File: config.mk
export PLATFORM = sky130hd
export DESIGN_NAME = bam_mark_stack
export DESIGN_NICKNAME = d
export VERILOG_FILES = /design/src/bam_mark_stack.sv
export SDC_FILE = /design/constraint.sdc
export NUM_CORES = 1
export LEC_CHECK = 0
export BUFFER_PORTS_ARGS = -buffer_cell sky130_fd_sc_hd__buf_2
export CAP_MARGIN = 20
export CORE_ASPECT_RATIO = 1.75
export CORE_MARGIN = 4
export CORE_UTILIZATION = 25
export CTS_BUF_LIST = sky130_fd_sc_hd__clkbuf_16
export CTS_CLUSTER_DIAMETER = 150
export DETAILED_ROUTE_END_ITERATION = 8
export GPL_TIMING_DRIVEN = 1
export RECOVER_POWER = 25
export SLEW_MARGIN = 20
export SYNTH_ARGS = -nofsm -noshare
export SYNTH_HDL_FRONTEND = slang
export SYNTH_SLANG_ARGS = --single-unit
File: constraint.sdc
create_clock -name clk -period 3.85 [get_ports clk]
set_clock_uncertainty 0.05 [all_clocks]
set_input_delay 0.385 -clock clk [delete_from_list [all_inputs] [get_ports clk]]
set_output_delay 0.385 -clock clk [all_outputs]
set_load 0.03 [all_outputs]
File: src/bam_mark_stack.sv
// Saved-offset memory with registered read and write-to-read forwarding.
module bam_mark_stack #(
    parameter int DEPTH = 16,
    parameter int WIDTH = 21,
    parameter int AW    = 4
) (
    input  logic             clk,
    input  logic             wr_en,
    input  logic [AW-1:0]    wr_addr,
    input  logic [WIDTH-1:0] wr_data,
    input  logic             rd_en,
    input  logic [AW-1:0]    rd_addr,
    output logic [WIDTH-1:0] rd_data
);
    logic [WIDTH-1:0] mem [DEPTH];
    logic [WIDTH-1:0] rd_data_reg;

    always_ff @(posedge clk)
    begin
        if (wr_en)
        begin
            mem[wr_addr] <= wr_data;
        end
    end

    // a push retiring on the same edge as the read lands in the read data
    always_ff @(posedge clk)
    begin
        if (rd_en)
        begin
            if (wr_en && (wr_addr == rd_addr))
            begin
                rd_data_reg <= wr_data;
            end
            else
            begin
                rd_data_reg <= mem[rd_addr];
            end
        end
    end

    assign rd_data = rd_data_reg;
endmodule
==> results.md <==
* Result of the run: completed
* Slew at the pin closest to its max-slew limit at 0.9223 ns
* Drt drc at 0
* Largest vdd supply drop at roughly 0.00032 V
* I/O pins at 53
* Cells after synthesis at 585
* Hold Buf Count CTS at 0
* Post-route clock period utilization at around 55%
* Final wirelength at around 30000 um
* Final Hold Violating Endpoints at 0
* WL/cell at 22.49 um
* Starting density of the core at 25.34%
* Via count of the first global-routing pass at ~6600
* Post-CTS Setup Repair Bufs at 0
* Top-area cell type share of the netlist area at 77.52%
* Post-DR vias/cell at about 4.5
* CTS tree: yes
* Mean Syn Cell Area at approximately 24 um^2
* Number of pins with negative max-slew slack in the final report at 0
* RSZ-0062 raised after global routing: false
* Final setup violation count at 0
* Yosys Warn Count at 0
* Headroom to the max-slew limit at 38.51%
* Type of destination of the critical path: register
* Standard cell area after detailed placement at 15040 um^2
* Required time worst endpoint at 4.12 ns
* Final-stage net count at 693
* Clock Sink Count at around 360
* Fraction of final layout cells with drive strength greater than 1 at 33.19%
* Router iterations before antenna repair at 4
* Setup TNS at 0 ns
* Vias after detailed routing at 6119
* Root cell of the clock tree: clkbuf_16
* Maximum fanout encountered on the critical timing path at 32
* Antenna-violating nets left at 0
* Crit Reg-Reg Endpoint: rd_data[8]
* Path depth of the worst reg2reg path at 4
* Maximum clock frequency at between 400 and 500 MHz
* HPWL after detailed placement at 17630 um
* Core utilization of the finished layout at 29.39%
* Worst-Skew Late Latency at approximately 0.56 ns
* Worst Hold Path EP: mem[1][19]
* Max Cap Viol at 0
* Post-synthesis net count at between 600 and 700
* Path category of the worst min-delay check: primary input to register
* Switch share at between 20% and 30%
* Net switching power of the design at 1.663 mW
* Reg2reg start: mem[9][8]
* Post-route cell area at 16040 um^2
* Crit path time final at 2.108 ns
* Area of the mapped netlist at about 14000 um^2
* Remaining global-route overflow at 0
* Launch point of the worst hold path: wr_data[19]
* Internal power component at roughly 6.4 mW
* Global-route usage over all layers at roughly a tenth
* Total power of the final layout at between 8 and 9 mW
* Flip-flop and latch count after synthesis at around 360
* Port Buffers at 52
* Biggest area contributors in the synthesized netlist: edfxtp_1 (78%), mux4_2 (13%), mux2i_1 (4.6%), mux2_2 (1.7%), buf_6 (0.49%)
* Worst hold slack across all endpoints at approximately 0.16 ns
* Fraction of power consumed by combinational cells at under 10%
* Kind of critical path: primary input to register
* Slack of the worst reg-to-reg path at 2.12 ns
* Final GP Congestion at ~0.7
* Die width at 185.8 um
* Category of the worst setup path launch point: primary input
* # rows at roughly 110
* Largest net degree at the start of global routing at between 40 and 50
* Largest register FFs at 336
* Arrival @ worst endpoint at 2.38 ns
* Sequential cell area fraction in the yosys report at 77.52%
* Power share of the sequential group at a little over half
* Cts repair resizes at 0
* Drt first-iter violations at 387
* Layout-stage area growth over the synthesis result at 16.01%
* Area of the die at about 60000 um^2
* Clock Power Share at 39.1%
* Chip height at between 300 and 400 um
* Static leakage at between 5 and 6 nW
* CTS H-tree depth at 1
* Number of library cell types mapped by synthesis at 21
* Number of antenna violations at the first check in global routing at 4
* Number of buffers created by CTS at 30
* Cell depth of the worst min-delay path at 1
* Cell type contributing the most total cell area after synthesis: edfxtp_1
* Number of buffers on the longest clock path at 3
* CORE AREA at 54570 um^2
* Wire length of the first global-routing pass at 45440 um
* Post-CTS clock slew at the launch and capture registers of the worst setup and hold paths at roughly 0.07 ns
* Power per standard cell area at approximately 500 nW/um^2
-- metal layers --
metal	share of wire, %	vias up	GRT usage [%]
li1	-	2622	-
met1	40	3310	13.32
met2	53	139	18.31
met3	4.1	42	1.448
met4	1.9	6	2.739
met5	0.13	-	0
-- cells in the final DEF (no fill, tap or decap), types with 9 or more instances in the layout --
master,netlist,final
buf_2,8,36
buf_4,1,22
clkbuf_1,13,14
clkbuf_16,0,31
clkinv_1,0,9
edfxtp_1,357,357
mux2_2,21,21
mux2i_1,63,63
mux4_2,82,82
nor2_2,0,12
-- cell usage after synthesis --
master,n
edfxtp_1,357
mux4_2,82
mux2i_1,63
mux2_2,21
clkbuf_1,13
nor2_1,12
buf_2,8
buf_6,6
nor3_1,4
xor2_1,3
buf_1,2
mux4_1,2
nand2_1,2
nand2b_1,2
nand3b_1,2
buf_4,1
buf_8,1
nand3_1,1
nor4_1,1
or3b_2,1
xnor2_1,1
-- cell type report --
cell class                 instances  area (um^2)
clock buffer                      31        775.7
clock inverter                    24        244.0
sequential                       357        10720
antenna                            1        2.502
multi-input combinational        197         2978
timing repair buffer              75        457.9
fill                            5345        38530
tap                              690        863.3
-- critical path, cell delays in order --
cell and delay [ns]:
buf_4 0.46, buf_12 0.34, mux4_2 0.54, mux2i_1 0.21, mux2i_1 0.11, mux2_2 0.29
-- cells by family (layout without fill, tap and decap cells) --
group	after synthesis	in the layout	share of synthesized area, %
xor gates and xnor gates	4	4	0.2534
buffers and inverters	31	130	1.348
DFF	357	357	77.52
muxes	168	168	20.01
other	0	1	0
and+or+nand+nor	25	25	0.8686
-- worst max path at each step --
stage          cells after the start  slack, ns        from           to
2_1_floorplan                      2       1.01  wr_addr[2]    mem[0][0]
5_1_grt                            6       1.60  rd_addr[0]  rd_data[13]
6_report                           6       1.74  rd_addr[0]   rd_data[8]
3_3_place_gp                       6       1.08  rd_addr[0]   rd_data[8]
3_5_place_dp                       6       1.07  rd_addr[0]   rd_data[8]
4_1_cts                            6       1.67  rd_addr[0]   rd_data[8]
-- power groups by stage --
stage	registers (mW)	clock network (mW)	logic, mW
floorplan	4.53	0	0.268
global placement	4.50	0	0.481
detailed placement	4.50	0	0.489
CTS	4.42	3.21	0.491
global route	4.42	3.36	0.517
finish	4.41	3.14	0.476
-- through the flow --
stage	setup slack (ns)	std cells
detailed placement	1.067	1319
floorplan	1.009	585
CTS	1.668	1374
global route	1.596	1375
global placement	1.077	1319
finish	1.742	1375
Note: power is estimated with default switching activity, not from simulation.
